### config.mk
export PLATFORM = sky130hd
export DESIGN_NAME = priority_wait_list_unit
export DESIGN_NICKNAME = d
export VERILOG_FILES = /design/src/design/pwl_pkg.sv /design/src/design/pwl_ctrl.sv /design/src/design/pwl_datapath.sv /design/src/design/priority_wait_list_unit.sv
export VERILOG_INCLUDE_DIRS = /design/src /design/src/design
export SDC_FILE = /design/constraint.sdc
export NUM_CORES = 1
export LEC_CHECK = 0
export BUFFER_PORTS_ARGS = -buffer_cell sky130_fd_sc_hd__clkbuf_2
export CORE_ASPECT_RATIO = 1.1
export CORE_UTILIZATION = 63
export DETAILED_ROUTE_END_ITERATION = 12
export GPL_ROUTABILITY_DRIVEN = 0
export PLACE_DENSITY = 0.8
export SLEW_MARGIN = 25
export SYNTH_ARGS = -nofsm -noshare
export SYNTH_HDL_FRONTEND = slang
export SYNTH_HIERARCHICAL = 1
export SYNTH_SLANG_ARGS = --single-unit
### constraint.sdc
create_clock -name aclk -period 4.7 [get_ports aclk]
set_input_delay 0.94 -clock aclk [delete_from_list [all_inputs] [get_ports aclk]]
set_output_delay 0.94 -clock aclk [all_outputs]
set_load 0.05 [all_outputs]
### src/design/priority_wait_list_unit_macros.svh
// ---------------------------------------------------------------------------
// priority_wait_list_unit_macros.svh
// Assertion shorthands for the priority wait list.
// ---------------------------------------------------------------------------
`ifndef PRIORITY_WAIT_LIST_UNIT_MACROS_SVH
`define PRIORITY_WAIT_LIST_UNIT_MACROS_SVH

// Consequent must hold in the same cycle as the antecedent.
`define PWL_ASSERT_SAME(lbl, clk, rstn, ante, cons, msg) \
    lbl: assert property (@(posedge clk) disable iff (!rstn) (ante) |-> (cons)) \
        else $error(msg);

// Consequent must hold in the cycle after the antecedent.
`define PWL_ASSERT_NEXT(lbl, clk, rstn, ante, cons, msg) \
    lbl: assert property (@(posedge clk) disable iff (!rstn) (ante) |=> (cons)) \
        else $error(msg);

`endif

### src/design/pwl_pkg.sv
// ---------------------------------------------------------------------------
// pwl_pkg
// Shared codes and controller/datapath interface types of the wait list.
// ---------------------------------------------------------------------------
`default_nettype none

package pwl_pkg;

    typedef enum logic [1:0] {
        OP_ADD      = 2'd0,
        OP_REMOVE   = 2'd1,
        OP_WAKE_ONE = 2'd2,
        OP_WAKE_ALL = 2'd3
    } op_t;

    typedef enum logic [1:0] {
        ST_OK        = 2'd0,
        ST_FULL      = 2'd1,
        ST_NOT_FOUND = 2'd2,
        ST_EMPTY     = 2'd3
    } resp_code_t;

    // source of the woken identifier in a result item
    typedef enum logic [1:0] {
        WSEL_NONE  = 2'd0,
        WSEL_BEST  = 2'd1,
        WSEL_ENTRY = 2'd2
    } wsel_t;

    typedef struct packed {
        logic       cap;        // capture the accepted item
        logic       idx_clr;    // index to slot 0
        logic       idx_inc;    // advance index
        logic       idx_best;   // index to best slot
        logic       rd_cur;     // read slot idx
        logic       rd_nxt;     // read slot idx+1
        logic       wr_tail;    // append captured entry, bump occupancy
        logic       wr_shift;   // write read data into slot idx
        logic       occ_dec;
        logic       occ_clr;
        logic       best_clr;
        logic       best_upd;   // compare read data against best so far
        logic       emit;       // load the output register
        wsel_t      emit_sel;
        resp_code_t emit_status;
        logic       emit_last;
    } cmd_t;

    typedef struct packed {
        op_t  op;
        logic full;
        logic empty;
        logic idx_end;   // idx == occupancy
        logic idx_last;  // idx + 1 == occupancy
        logic match;     // read id equals captured id
        logic out_free;  // output register can take an item
    } stat_t;

endpackage

`default_nettype wire

### src/design/pwl_ctrl.sv
// ---------------------------------------------------------------------------
// pwl_ctrl
// Sequencer for add, remove, wake-one and wake-all operations.
// ---------------------------------------------------------------------------
`default_nettype none

module pwl_ctrl (
    input  wire logic          aclk,
    input  wire logic          aresetn,
    input  wire logic          s_tvalid,
    output logic               s_tready,
    input  wire pwl_pkg::stat_t stat,
    output pwl_pkg::cmd_t      cmd
);

    typedef enum logic [10:0] {
        S_IDLE     = 11'b000_0000_0001,
        S_DISPATCH = 11'b000_0000_0010,
        S_RM_CHK   = 11'b000_0000_0100,
        S_RM_CMP   = 11'b000_0000_1000,
        S_W1_CHK   = 11'b000_0001_0000,
        S_W1_CMP   = 11'b000_0010_0000,
        S_SH_CHK   = 11'b000_0100_0000,
        S_SH_WR    = 11'b000_1000_0000,
        S_WA_RD    = 11'b001_0000_0000,
        S_WA_OUT   = 11'b010_0000_0000,
        S_RESULT   = 11'b100_0000_0000
    } state_t;

    state_t               state_reg, state_next;
    pwl_pkg::resp_code_t  pend_status_reg, pend_status_next;
    pwl_pkg::wsel_t       pend_sel_reg, pend_sel_next;

    always_ff @(posedge aclk) begin
        if (!aresetn) begin
            state_reg       <= S_IDLE;
            pend_status_reg <= pwl_pkg::ST_OK;
            pend_sel_reg    <= pwl_pkg::WSEL_NONE;
        end else begin
            state_reg       <= state_next;
            pend_status_reg <= pend_status_next;
            pend_sel_reg    <= pend_sel_next;
        end
    end

    assign s_tready = (state_reg == S_IDLE);

    always_comb begin
        state_next       = state_reg;
        pend_status_next = pend_status_reg;
        pend_sel_next    = pend_sel_reg;
        cmd              = '0;
        case (state_reg)
            S_IDLE: begin
                if (s_tvalid) begin
                    cmd.cap    = 1'b1;
                    state_next = S_DISPATCH;
                end
            end
            S_DISPATCH: begin
                pend_status_next = pwl_pkg::ST_OK;
                pend_sel_next    = pwl_pkg::WSEL_NONE;
                case (stat.op)
                    pwl_pkg::OP_ADD: begin
                        if (stat.full) begin
                            pend_status_next = pwl_pkg::ST_FULL;
                        end else begin
                            cmd.wr_tail = 1'b1;
                        end
                        state_next = S_RESULT;
                    end
                    pwl_pkg::OP_REMOVE: begin
                        cmd.idx_clr = 1'b1;
                        state_next  = S_RM_CHK;
                    end
                    pwl_pkg::OP_WAKE_ONE: begin
                        if (stat.empty) begin
                            pend_status_next = pwl_pkg::ST_EMPTY;
                            state_next       = S_RESULT;
                        end else begin
                            cmd.idx_clr   = 1'b1;
                            cmd.best_clr  = 1'b1;
                            pend_sel_next = pwl_pkg::WSEL_BEST;
                            state_next    = S_W1_CHK;
                        end
                    end
                    pwl_pkg::OP_WAKE_ALL: begin
                        if (stat.empty) begin
                            pend_status_next = pwl_pkg::ST_EMPTY;
                            state_next       = S_RESULT;
                        end else begin
                            cmd.idx_clr = 1'b1;
                            state_next  = S_WA_RD;
                        end
                    end
                    default: begin
                        state_next = S_IDLE;
                    end
                endcase
            end
            S_RM_CHK: begin
                if (stat.idx_end) begin
                    pend_status_next = pwl_pkg::ST_NOT_FOUND;
                    state_next       = S_RESULT;
                end else begin
                    cmd.rd_cur = 1'b1;
                    state_next = S_RM_CMP;
                end
            end
            S_RM_CMP: begin
                if (stat.match) begin
                    state_next = S_SH_CHK;
                end else begin
                    cmd.idx_inc = 1'b1;
                    state_next  = S_RM_CHK;
                end
            end
            S_W1_CHK: begin
                if (stat.idx_end) begin
                    cmd.idx_best = 1'b1;
                    state_next   = S_SH_CHK;
                end else begin
                    cmd.rd_cur = 1'b1;
                    state_next = S_W1_CMP;
                end
            end
            S_W1_CMP: begin
                cmd.best_upd = 1'b1;
                cmd.idx_inc  = 1'b1;
                state_next   = S_W1_CHK;
            end
            S_SH_CHK: begin
                if (stat.idx_last) begin
                    cmd.occ_dec = 1'b1;
                    state_next  = S_RESULT;
                end else begin
                    cmd.rd_nxt = 1'b1;
                    state_next = S_SH_WR;
                end
            end
            S_SH_WR: begin
                cmd.wr_shift = 1'b1;
                cmd.idx_inc  = 1'b1;
                state_next   = S_SH_CHK;
            end
            S_WA_RD: begin
                cmd.rd_cur = 1'b1;
                state_next = S_WA_OUT;
            end
            S_WA_OUT: begin
                if (stat.out_free) begin
                    cmd.emit        = 1'b1;
                    cmd.emit_sel    = pwl_pkg::WSEL_ENTRY;
                    cmd.emit_status = pwl_pkg::ST_OK;
                    cmd.emit_last   = stat.idx_last;
                    cmd.idx_inc     = 1'b1;
                    if (stat.idx_last) begin
                        cmd.occ_clr = 1'b1;
                        state_next  = S_IDLE;
                    end else begin
                        state_next  = S_WA_RD;
                    end
                end
            end
            S_RESULT: begin
                if (stat.out_free) begin
                    cmd.emit        = 1'b1;
                    cmd.emit_sel    = pend_sel_reg;
                    cmd.emit_status = pend_status_reg;
                    cmd.emit_last   = 1'b1;
                    state_next      = S_IDLE;
                end
            end
            default: begin
                state_next = S_IDLE;
            end
        endcase
    end

endmodule

`default_nettype wire

### src/design/pwl_datapath.sv
// ---------------------------------------------------------------------------
// pwl_datapath
// Entry memory, scan index, best-entry tracker and output register.
// ---------------------------------------------------------------------------
`default_nettype none

module pwl_datapath #(
    parameter  int LIST_DEPTH = 16,
    parameter  int ID_BITS    = 8,
    parameter  int PRIO_BITS  = 8,
    localparam int S_DW       = ((ID_BITS + PRIO_BITS + 7) / 8) * 8,
    localparam int M_DW       = ((ID_BITS + 7) / 8) * 8
) (
    input  wire logic             aclk,
    input  wire logic             aresetn,
    input  wire logic [S_DW-1:0]  s_tdata,
    input  wire logic [1:0]       s_tuser,
    output logic                  m_tvalid,
    input  wire logic             m_tready,
    output logic [M_DW-1:0]       m_tdata,
    output logic [1:0]            m_tuser,
    output logic                  m_tlast,
    input  wire pwl_pkg::cmd_t    cmd,
    output pwl_pkg::stat_t        stat
);

    localparam int AW = $clog2(LIST_DEPTH);
    localparam int IW = $clog2(LIST_DEPTH + 1);
    localparam int EW = ID_BITS + PRIO_BITS;

    logic [EW-1:0]        mem [LIST_DEPTH];
    logic [EW-1:0]        rdata_reg;

    pwl_pkg::op_t         op_reg;
    logic [ID_BITS-1:0]   id_reg;
    logic [PRIO_BITS-1:0] prio_reg;

    logic [IW-1:0]        occ_reg;
    logic [IW-1:0]        idx_reg;
    logic [IW-1:0]        idx_plus1;

    logic                 best_vld_reg;
    logic [IW-1:0]        best_idx_reg;
    logic [PRIO_BITS-1:0] best_prio_reg;
    logic [ID_BITS-1:0]   best_id_reg;

    logic                 out_vld_reg;
    logic [ID_BITS-1:0]   out_id_reg;
    pwl_pkg::resp_code_t  out_status_reg;
    logic                 out_last_reg;

    logic [ID_BITS-1:0]   rd_id;
    logic [PRIO_BITS-1:0] rd_prio;

    assign rd_id     = rdata_reg[ID_BITS-1:0];
    assign rd_prio   = rdata_reg[EW-1:ID_BITS];
    assign idx_plus1 = idx_reg + IW'(1);

    // captured item
    always_ff @(posedge aclk) begin
        if (cmd.cap) begin
            op_reg   <= pwl_pkg::op_t'(s_tuser);
            id_reg   <= s_tdata[ID_BITS-1:0];
            prio_reg <= s_tdata[ID_BITS +: PRIO_BITS];
        end
    end

    // entry memory: one write port, one registered read port
    always_ff @(posedge aclk) begin
        if (cmd.wr_tail) begin
            mem[occ_reg[AW-1:0]] <= {prio_reg, id_reg};
        end else if (cmd.wr_shift) begin
            mem[idx_reg[AW-1:0]] <= rdata_reg;
        end
        if (cmd.rd_cur) begin
            rdata_reg <= mem[idx_reg[AW-1:0]];
        end else if (cmd.rd_nxt) begin
            rdata_reg <= mem[idx_plus1[AW-1:0]];
        end
    end

    always_ff @(posedge aclk) begin
        if (!aresetn) begin
            occ_reg <= '0;
        end else if (cmd.wr_tail) begin
            occ_reg <= occ_reg + IW'(1);
        end else if (cmd.occ_dec) begin
            occ_reg <= occ_reg - IW'(1);
        end else if (cmd.occ_clr) begin
            occ_reg <= '0;
        end
    end

    always_ff @(posedge aclk) begin
        if (cmd.idx_clr) begin
            idx_reg <= '0;
        end else if (cmd.idx_best) begin
            idx_reg <= best_idx_reg;
        end else if (cmd.idx_inc) begin
            idx_reg <= idx_plus1;
        end
    end

    // strict compare keeps the earliest entry among equal priorities
    always_ff @(posedge aclk) begin
        if (cmd.best_clr) begin
            best_vld_reg <= 1'b0;
        end else if (cmd.best_upd && (!best_vld_reg || rd_prio > best_prio_reg)) begin
            best_vld_reg  <= 1'b1;
            best_idx_reg  <= idx_reg;
            best_prio_reg <= rd_prio;
            best_id_reg   <= rd_id;
        end
    end

    always_ff @(posedge aclk) begin
        if (!aresetn) begin
            out_vld_reg <= 1'b0;
        end else if (cmd.emit) begin
            out_vld_reg <= 1'b1;
        end else if (m_tready) begin
            out_vld_reg <= 1'b0;
        end
    end

    always_ff @(posedge aclk) begin
        if (cmd.emit) begin
            out_status_reg <= cmd.emit_status;
            out_last_reg   <= cmd.emit_last;
            case (cmd.emit_sel)
                pwl_pkg::WSEL_BEST:  out_id_reg <= best_id_reg;
                pwl_pkg::WSEL_ENTRY: out_id_reg <= rd_id;
                default:             out_id_reg <= '0;
            endcase
        end
    end

    assign m_tvalid = out_vld_reg;
    assign m_tdata  = M_DW'(out_id_reg);
    assign m_tuser  = out_status_reg;
    assign m_tlast  = out_last_reg;

    assign stat.op       = op_reg;
    assign stat.full     = (occ_reg == IW'(LIST_DEPTH));
    assign stat.empty    = (occ_reg == '0);
    assign stat.idx_end  = (idx_reg == occ_reg);
    assign stat.idx_last = (idx_plus1 == occ_reg);
    assign stat.match    = (rd_id == id_reg);
    assign stat.out_free = !out_vld_reg || m_tready;

endmodule

`default_nettype wire

### src/design/priority_wait_list_unit.sv
// Steps per item: add dispatches, then emits its result; remove compares entries in turn
//   until a match, then shifts each later entry down a slot; wake-one compares every entry,
//   then shifts out the best; an empty wake emits at once; wake-all reads and emits each entry.
// Flow: one item at a time, next accept the cycle after its last result is loaded; a stalled
//   output delays each result until the output register is free.
// Reset: synchronous active-low aresetn empties the list and clears the output register.
// ---------------------------------------------------------------------------
// priority_wait_list_unit
// Wait list of thread ids with priorities: add, remove by id, wake highest
// priority (earliest among equals), wake all in arrival order.
// ---------------------------------------------------------------------------
`default_nettype none

`include "priority_wait_list_unit_macros.svh"

module priority_wait_list_unit #(
    parameter  int LIST_DEPTH = 16,
    parameter  int ID_BITS    = 8,
    parameter  int PRIO_BITS  = 8,
    localparam int S_DW       = ((ID_BITS + PRIO_BITS + 7) / 8) * 8,
    localparam int M_DW       = ((ID_BITS + 7) / 8) * 8
) (
    input  wire logic             aclk,
    input  wire logic             aresetn,
    // input items
    input  wire logic             s_tvalid,
    output logic                  s_tready,
    input  wire logic [S_DW-1:0]  s_tdata,   // thread_id, priority_req, zero pad
    input  wire logic [1:0]       s_tuser,   // op
    // result items
    output logic                  m_tvalid,
    input  wire logic             m_tready,
    output logic [M_DW-1:0]       m_tdata,   // woken_id, zero pad
    output logic [1:0]            m_tuser,   // status
    output logic                  m_tlast    // final result of an item
);

    pwl_pkg::cmd_t  cmd;
    pwl_pkg::stat_t stat;

    // Sequence each item: dispatch on op, scan/shift over the memory, emit results.
    pwl_ctrl u_ctrl (
        .aclk     (aclk),
        .aresetn  (aresetn),
        .s_tvalid (s_tvalid),
        .s_tready (s_tready),
        .stat     (stat),
        .cmd      (cmd)
    );

    // Hold the entries, the scan index and the best candidate; drive the result port.
    pwl_datapath #(
        .LIST_DEPTH (LIST_DEPTH),
        .ID_BITS    (ID_BITS),
        .PRIO_BITS  (PRIO_BITS)
    ) u_datapath (
        .aclk     (aclk),
        .aresetn  (aresetn),
        .s_tdata  (s_tdata),
        .s_tuser  (s_tuser),
        .m_tvalid (m_tvalid),
        .m_tready (m_tready),
        .m_tdata  (m_tdata),
        .m_tuser  (m_tuser),
        .m_tlast  (m_tlast),
        .cmd      (cmd),
        .stat     (stat)
    );

    // Never append into a full list.
    `PWL_ASSERT_SAME(a_no_add_when_full, aclk, aresetn, cmd.wr_tail, !stat.full, "add into full list")
    // Never overwrite a result that is still waiting.
    `PWL_ASSERT_SAME(a_emit_free, aclk, aresetn, cmd.emit, stat.out_free, "result overwritten")
    // Never drop an entry from an empty list.
    `PWL_ASSERT_SAME(a_dec_nonempty, aclk, aresetn, cmd.occ_dec, !stat.empty, "occupancy underflow")
    // One item at a time: after an accept the input side closes.
    `PWL_ASSERT_NEXT(a_one_item, aclk, aresetn, s_tvalid && s_tready, !s_tready, "second item taken")

endmodule

`default_nettype wire

* Word-level counts from Yosys, hierarchy flattened
Memory sizes are Yosys's and may differ from the RTL's. A register that Yosys moved wholly into a read port is not among the register bits. Cells that the tools add are included.
Word-level totals: register bits 93, bits in writable memories 256, input bits 22, output and inout port bits 13, word-level logic and storage cells 133, memories kept 1
Operators by class: add/sub/neg operators 3, $lt $le $gt $ge 1, equal/unequal tests 24, muxes and demuxes 67, bitwise gates (word level) 1, reduce and logical (&&, ||, !) cells 19
Memories:
- u_datapath.mem | depth 16, width 16, rd ports 2, clocked after memory_dff 1, wr ports 1, RTL line pwl_datapath.sv:31 | logic [EW-1:0] mem [LIST_DEPTH];
Operator list (number):
- 11-bit case mux with 11 select lines | 1
- 11-bit two-way mux | 7
- 16-bit two-way mux | 3
- 11-bit case mux with 4 select lines | 1
- 1-bit two-way mux | 32
- 5-bit two-way mux | 5
- 8-bit case mux with 2 select lines | 1
- 16-bit OR reduction | 1
- 7-bit two-way mux | 2
- 4-bit two-way mux | 3
- 6-bit two-way mux | 2
- 6-bit case mux with 2 select lines | 1
- 11-bit by 1-bit == test with 1-bit output (second input constant) | 1
- 11-bit by 10-bit == test with 1-bit output (second input constant) | 1
- 11-bit == test (second input constant) | 1
- 11-bit by 2-bit == test with 1-bit output (second input constant) | 1
- 11-bit by 3-bit == test with 1-bit output (second input constant) | 1
- 11-bit by 4-bit == test with 1-bit output (second input constant) | 1
- 11-bit by 5-bit == test with 1-bit output (second input constant) | 1
- 11-bit by 6-bit == test with 1-bit output (second input constant) | 1
- 11-bit by 7-bit == test with 1-bit output (second input constant) | 1
- 11-bit by 8-bit == test with 1-bit output (second input constant) | 1
- 11-bit by 9-bit == test with 1-bit output (second input constant) | 1
- 5-bit by 1-bit adder with 5-bit output (second input constant) | 2
- 24 further kinds | 43

* Longest topological paths before layout
Gate-level depths: netlist (run 1).
depth in word-level cells 8, gate-level depth with buffers 13

* Modules after synthesis
Netlist (run 1), hierarchy kept.
Modules (own cells, without submodules):
- pwl_datapath | times used 1, cells each 870, area an instance 15522.4 µm², seq. area each 9989.6 µm²
- pwl_ctrl | times used 1, cells each 126, area an instance 1037.2 µm², seq. area each 280.3 µm²

* Worst setup path after synthesis (run 1)
OpenSTA, ideal clock, no wires.
path type register to register, start register u_ctrl.state_reg[10], end memory u_datapath/mem[11][0] (netlist name), enable pin, arrival 3.142 ns, path slack 1.169 ns, cell stages (with the launch flop) 11, buffers on the path 3, path through dfxtp_1 or4_4 nor2b_1 buf_4 nand2_2 nor4_1 nand2b_1 clkbuf_1 clkbuf_1 a31oi_1 nor2_1
RTL lines:
- from (decl) | RTL line pwl_ctrl.sv:30 | state_t state_reg, state_next;
- from (signal assigned) | RTL line pwl_ctrl.sv:40 | state_reg <= state_next;
- to (decl) | RTL line pwl_datapath.sv:31

==> reports/qor.yml, run 1 <==
run_status:
  status: "finished clean"
worst_setup_path:
  worstSetupEndpointType: "flop"
  path_class: "flop to flop"
  ff2ff_setup_slack_ps: 850
  worstPathMaxFanout: 16
  cp.arrival_ps: 3980
  required_ps: 4830
  start_kind: "flop"
yosys:
  yosysWarnings: 6
  synth_fa_ha_area_share_pct: 1.06
  synth-xor-area-share_pct: 1.53
  synth-simple-area-share_pct: 6.64
  mappedNetlistArea_um2: 16600
  synth_cells: 996
  synth_compound_area_share_pct: 5.36
  async_reset_ff_share_pct: 0
  synth.mux.area_fraction_pct: 20.5
  synth_edf_count: 322
  yosysSeqAreaShare_pct: 62.0
  synth_fp_nets: 1032
  synth_seq_cells: 352
  ys_dominant_reg_cell: "edfxtp_1"
  syn_avg_cell_area_um2: 16.6
  synth_top_family_by_area: "multiplexers"
  ys_types: 66
global_route:
  grt_max_degree: 66
  grtUsageTotal_pct: 29.8
  grt_overflow: 0
  grt_pass1_vias: 9568
  grt_pass1_wl_mm: 58.0
  antenna_found_initial: 0
layout:
  nNetsFinal: 1058
  largest_reg_flops: 256
  fillCellCount: 1509
  final_layout_size_suffix_gt1_share_pct: 29.8
  antenna-diode-count: 0
  syn_to_final_growth_pct: 10.5
timing:
  setup_viol: 0
  slew_violations: 0
  finalWorstPathRequiredPeriod_ps: 3850
  min_period_over_period_pct: 81.9
  fmaxAchievable_ghz: 0.260
  hold_viol: 0
  clock_skew_ps: 21.2
  relSlewSlack_pct: 26.0
  final.setup.tns_ps: 0
  rsz0062_at_grt: "no"
  tightest_slew_ps: 1100
clock_network:
  cts_root_buffer: "clkbuf_16"
  cts_tree: "done"
  cts_htree_levels: 2
  cts_setup_buffers: 0
  clock_latency_ps: 520
  clockBufferDepth: 3
  clkTransAtPathRegs_ps: 60
  hold_buffers: 0
  cts.sinks: 352
  postCtsResizedCells: 0
  numCtsBuffers: 36
power:
  ir_drop_mv: 0.322
  p_total_mw: 7.98
  p_clk_share_pct: 37.1
  power_density_nw_per_um2: 436
  seqPwrFrac_pct: 44.7
  p_int_mw: 5.98
  switchingPower_mw: 2.00
  total_leakage_power_nw: 5.80
  p_sw_share_pct: 25.0
  power_frac_comb_pct: 18.2
floorplanning:
  ioPinCount: 35
  die-area_um2: 26900
  core_area_um2: 25600
  start_util_pct: 64.8
  die_x_um: 157
  die_h_um: 172
  num_rows: 61
drt:
  wl_mm: 38.3
  drt_iter0_drc: 1084
  vias_per_cell: 7.03
  drcViolationCount: 0
  dr.pass1.iters: 5
  wire_per_inst_um: 27.5
  vias: 9786
  ant_nets: 0
placed_design:
  detailed_place_hpwl_mm: 24.3
  port_buffers: 34
min_path:
  hold_class: "flop to flop"
job:
  drv_cap: 0
-- final cells by class --
type	instances	area, um2	area share (%)
Clock buffer	45	986	5.39
Multi-Input combinational cell	552	5930	32.4
Tap cell	346	433	2.37
Sequential cell	352	10300	56.2
Inverter	23	86.3	0.472
Clock inverter	17	240	1.31
Timing Repair Buffer	57	343	1.87
-- metal layers --
metal / wire, um / share of wire, % / up-vias / GRT usage, %
met3: 3920 / 10 / 96 / 5.34
li1: - / - / 4089 / -
met1: 14900 / 39 / 4952 / 41.4
met5: 0 / 0 / - / 0
met2: 18200 / 47 / 649 / 47.8
met4: 1320 / 3.4 / 0 / 10.7
-- cell usage in the layout, fill, tap and decap left out, types with 13 or more instances in the layout --
cell,synthesis,layout
inv_1,22,22
mux2_2,31,31
mux4_2,128,128
dfxtp_1,30,27
a22oi_1,25,25
clkbuf_2,1,34
xnor2_1,16,15
buf_4,11,23
nand2_1,60,60
a21oi_1,21,20
ha_1,14,13
a32o_1,17,17
clkbuf_16,0,37
nor2b_1,15,15
mux2i_1,17,17
edfxtp_1,322,322
nor2_1,62,46
a31oi_1,19,19
-- synth_stat cells (2+ instances only) --
master | number | share of area (%)
a211oi_1 | 2 | 0.091
a21oi_1 | 21 | 0.63
a221oi_1 | 3 | 0.16
a22oi_1 | 25 | 1.1
a31oi_1 | 19 | 0.72
a32o_1 | 17 | 1.0
a32oi_1 | 6 | 0.32
and2_1 | 7 | 0.26
and3_1 | 3 | 0.11
and4_1 | 3 | 0.16
buf_1 | 6 | 0.14
buf_2 | 19 | 0.57
buf_4 | 11 | 0.50
buf_6 | 8 | 0.54
clkbuf_1 | 24 | 0.54
dfxtp_1 | 30 | 3.6
edfxtp_1 | 322 | 58
ha_1 | 14 | 1.1
inv_1 | 22 | 0.50
mux2_2 | 31 | 2.1
mux2i_1 | 17 | 1.0
mux4_2 | 128 | 17
nand2_1 | 60 | 1.4
nand2b_1 | 4 | 0.15
nand3_1 | 7 | 0.21
nand4_1 | 8 | 0.30
nand4b_1 | 2 | 0.11
nor2_1 | 62 | 1.4
nor2b_1 | 15 | 0.57
nor3_1 | 10 | 0.30
nor3_2 | 2 | 0.12
nor3b_1 | 7 | 0.32
nor3b_2 | 2 | 0.15
nor4_1 | 4 | 0.15
nor4b_1 | 2 | 0.11
o211ai_1 | 4 | 0.18
o21a_1 | 4 | 0.18
o21ai_0 | 10 | 0.30
or2_2 | 2 | 0.076
or4_4 | 2 | 0.14
xnor2_1 | 16 | 0.85
xor2_1 | 11 | 0.58
-- worst paths after layout --
path                       startpoint                           to  depth (start not counted)
min reg2reg  u_datapath/rdata_reg[15]  u_datapath/best_prio_reg[7]                          0
min          u_datapath/rdata_reg[15]  u_datapath/best_prio_reg[7]                          0
max              u_ctrl/state_reg[10]        u_datapath/mem[9][15]                          7
max reg2reg      u_ctrl/state_reg[10]        u_datapath/mem[9][15]                          7
-- logic make-up after synthesis --
kind of cell               after synthesis
buffers and inverters                   92
and+or+nand+nor                        212
adders and majority gates               14
xor gates and xnor gates                28
AOI/OAI and AO/OA                      122
DFF                                    352
muxes                                  176
-- power groups by stage --
stage                     Clock, mW  Combinational (mW)  Sequential (mW)
after floorplan                   0                1.14             3.56
after global placement            0                1.40             3.63
after detailed placement          0                1.41             3.63
after CTS                      3.00                1.43             3.57
after global routing           3.11                1.52             3.57
final                          2.96                1.45             3.56
-- worst max-delay path, stage by stage (launching register included) --
cell and delay (ps):
dfxtp_1 370, or4_4 570, nor2b_1 190, nand2_2 130, nor4_2 450, nand2b_1 360
a31oi_1 400, nor2_2 980
-- metrics by stage --
| stage | setup slack (ps) | instances | instance area, um2 | util, % | hold slack, ps |
|---|---|---|---|---|---|
| after floorplan | 1170 | 996 | 16600 | - | 403 |
| after global placement | 1130 | 1330 | 17000 | 66.6 | 472 |
| after detailed placement | 978 | 1330 | 17000 | 66.6 | 473 |
| after CTS | 986 | 1392 | 18300 | 71.4 | 491 |
| after global routing | 693 | 1392 | 18300 | 71.6 | 512 |
| final | 850 | 1392 | 18300 | 71.6 | 488 |
(Power assumes the default switching activity.)
==> run 2: changes to the inputs <==
==> constraint.sdc (replaced) <==
create_clock -name aclk -period 4 [get_ports aclk]
set_input_delay 0.8 -clock aclk [delete_from_list [all_inputs] [get_ports aclk]]
set_output_delay 0.8 -clock aclk [all_outputs]
set_load 0.05 [all_outputs]
==> run 2 against run 1 <==
Effect of this change: sequential power rose by 16%; clock-buffer cell count fell by 3; cell count rose by 1.9%; routed wire length rose by 8.2%; clock skew fell by 1.1 ps; critical endpoint is now u_datapath/mem[5][12]; fmax rose by 11%.
==> reports/qor.yml, run 2 (same netlist as run 1, synthesis figures left out) <==
timing:
  rsz0062_at_grt: "no"  # unchanged
  tightest_slew_ps: 1060  # was 1100 ps
  final.setup.tns_ps: 0  # unchanged
  clock_skew_ps: 20.1  # was 21.2 ps
  hold_viol: 0  # unchanged
  fmaxAchievable_ghz: 0.289  # was 0.260 GHz
  min_period_over_period_pct: 86.4  # was 81.9%
  finalWorstPathRequiredPeriod_ps: 3450  # was 3850 ps
  slew_violations: 0  # unchanged
  relSlewSlack_pct: 29.5  # was 26.0%
  fin_ws_ps: 545  # was 850 ps
  setup_viol: 0  # unchanged
clock_network:
  cts_tree: "done"  # unchanged
  postCtsResizedCells: 0  # unchanged
  clockBufferDepth: 3  # unchanged
  cts_setup_buffers: 0  # unchanged
  cts_htree_levels: 2  # unchanged
  hold_buffers: 0  # unchanged
  numCtsBuffers: 36  # unchanged
  clkTransAtPathRegs_ps: 70  # was 60 ps
  clock_latency_ps: 530  # was 520 ps
  cts.sinks: 352  # unchanged
  cts_root_buffer: "clkbuf_16"  # unchanged
power:
  ir_drop_mv: 0.404  # was 0.322 mV
  power_density_nw_per_um2: 502  # was 436 nW/um2
  total_leakage_power_nw: 5.90  # was 5.80 nW
floorplanning:
  ioPinCount: 35  # unchanged
  num_rows: 61  # unchanged
  die_x_um: 157  # unchanged
  core_area_um2: 25600  # unchanged
  die_h_um: 172  # unchanged
  die-area_um2: 26900  # unchanged
  start_util_pct: 64.8  # unchanged
global_route:
  grtUsageTotal_pct: 32.1  # was 29.8%
  grt_max_degree: 66  # unchanged
  grt_pass1_vias: 10131  # was 9568
  antenna_found_initial: 0  # unchanged
  grt_pass1_wl_mm: 62.1  # was 58.0 mm
  grt_overflow: 0  # unchanged
layout:
  finalInstanceArea_um2: 18400  # was 18300 um2
  final_common_cell: "edfxtp_1"  # unchanged
  final_layout_size_suffix_gt1_share_pct: 31.2  # was 29.8%
  largest_reg_flops: 256  # unchanged
  syn_to_final_growth_pct: 11.3  # was 10.5%
  mostFrequentLayoutCells: "322 x edfxtp_1, 128 x mux4_2, 60 x nand2_1, 46 x nor2_1, 41 x buf_4"  # was 322 x edfxtp_1, 128 x mux4_2, 60 x nand2_1, 46 x nor2_1, 37 x clkbuf_16
  antenna-diode-count: 0  # unchanged
  nNetsFinal: 1080  # was 1058
drt:
  wl_mm: 41.4  # was 38.3 mm
  dr.pass1.iters: 5  # unchanged
  ant_nets: 0  # unchanged
  wire_per_inst_um: 29.2  # was 27.5 um
  vias: 10018  # was 9786
  drt_iter0_drc: 1228  # was 1084
  drcViolationCount: 0  # unchanged
  vias_per_cell: 7.06  # was 7.03
min_path:
  hold_class: "primary input to flop"  # was flop to flop
placed_design:
  dpl_cell_area_um2: 17200  # was 17000 um2
  detailed_place_hpwl_mm: 25.1  # was 24.3 mm
  dp_worst_setup_slack_ps: 685  # was 978 ps
  port_buffers: 34  # unchanged
worst_setup_path:
  path_class: "flop to flop"  # unchanged
  worstSetupEndpointType: "flop"  # unchanged
  start_kind: "flop"  # unchanged
  required_ps: 4230  # was 4830 ps
  cp.arrival_ps: 3690  # was 3980 ps
  worstPathMaxFanout: 19  # was 16
run_status:
  status: "finished clean"  # unchanged
job:
  drv_cap: 0  # unchanged
run 2: per-stage QoR:
step                total power, mW  hold slack, ps  util [%]  cells
floorplan                      5.52             403         -    996
global placement               5.87             469      67.4   1352
detailed placement             5.88             481      67.4   1352
CTS                            9.27             428      72.1   1418
global route                   9.48             437      72.1   1418
finish                         9.26             436      72.1   1418
run 2: report_power, final:
part	internal, mW	switching, mW
clock	1.96	1.45
sequential	4.09	0.0488
combinational	0.807	0.907
total	6.86	2.41
run 2: cell type report:
class | instances | area [um2]
sequential | 352 | 10300
fill | 1497 | 7130
multi-input combinational | 552 | 5890
clock buffer | 42 | 976
timing repair buffer | 79 | 558
tap | 346 | 433
clock inverter | 24 | 211
inverter | 23 | 86.3
run 2: worst max-delay path, stage by stage, from the launching register on:
cell      delay [ps]
dfxtp_1          410
or4_4            620
nor4_4           330
and4_1           350
nand2b_1         190
buf_4            270
nor3b_1          200
a21oi_1          140
nor2_2           440
buf_12           220
run 2: final timing paths:
check	start	endpoint	slack, ps	depth (start not counted)
setup / recovery	u_ctrl/state_reg[0]	u_datapath/mem[5][12]	550	9
hold / removal	s_tdata[9]	u_datapath/prio_reg[1]	440	1
setup reg to reg	u_ctrl/state_reg[0]	u_datapath/mem[5][12]	550	9
hold reg to reg	u_datapath/best_idx_reg[4]	u_datapath/idx_reg[4]	480	2
run 2: per-layer routing:
layer	track usage (%)	vias up	wire [um]
met2	52.7	706	20300
li1	-	4134	-
met4	14.6	0	1820
met3	4.76	142	4360
met1	42.9	5036	15000
met5	0	-	0
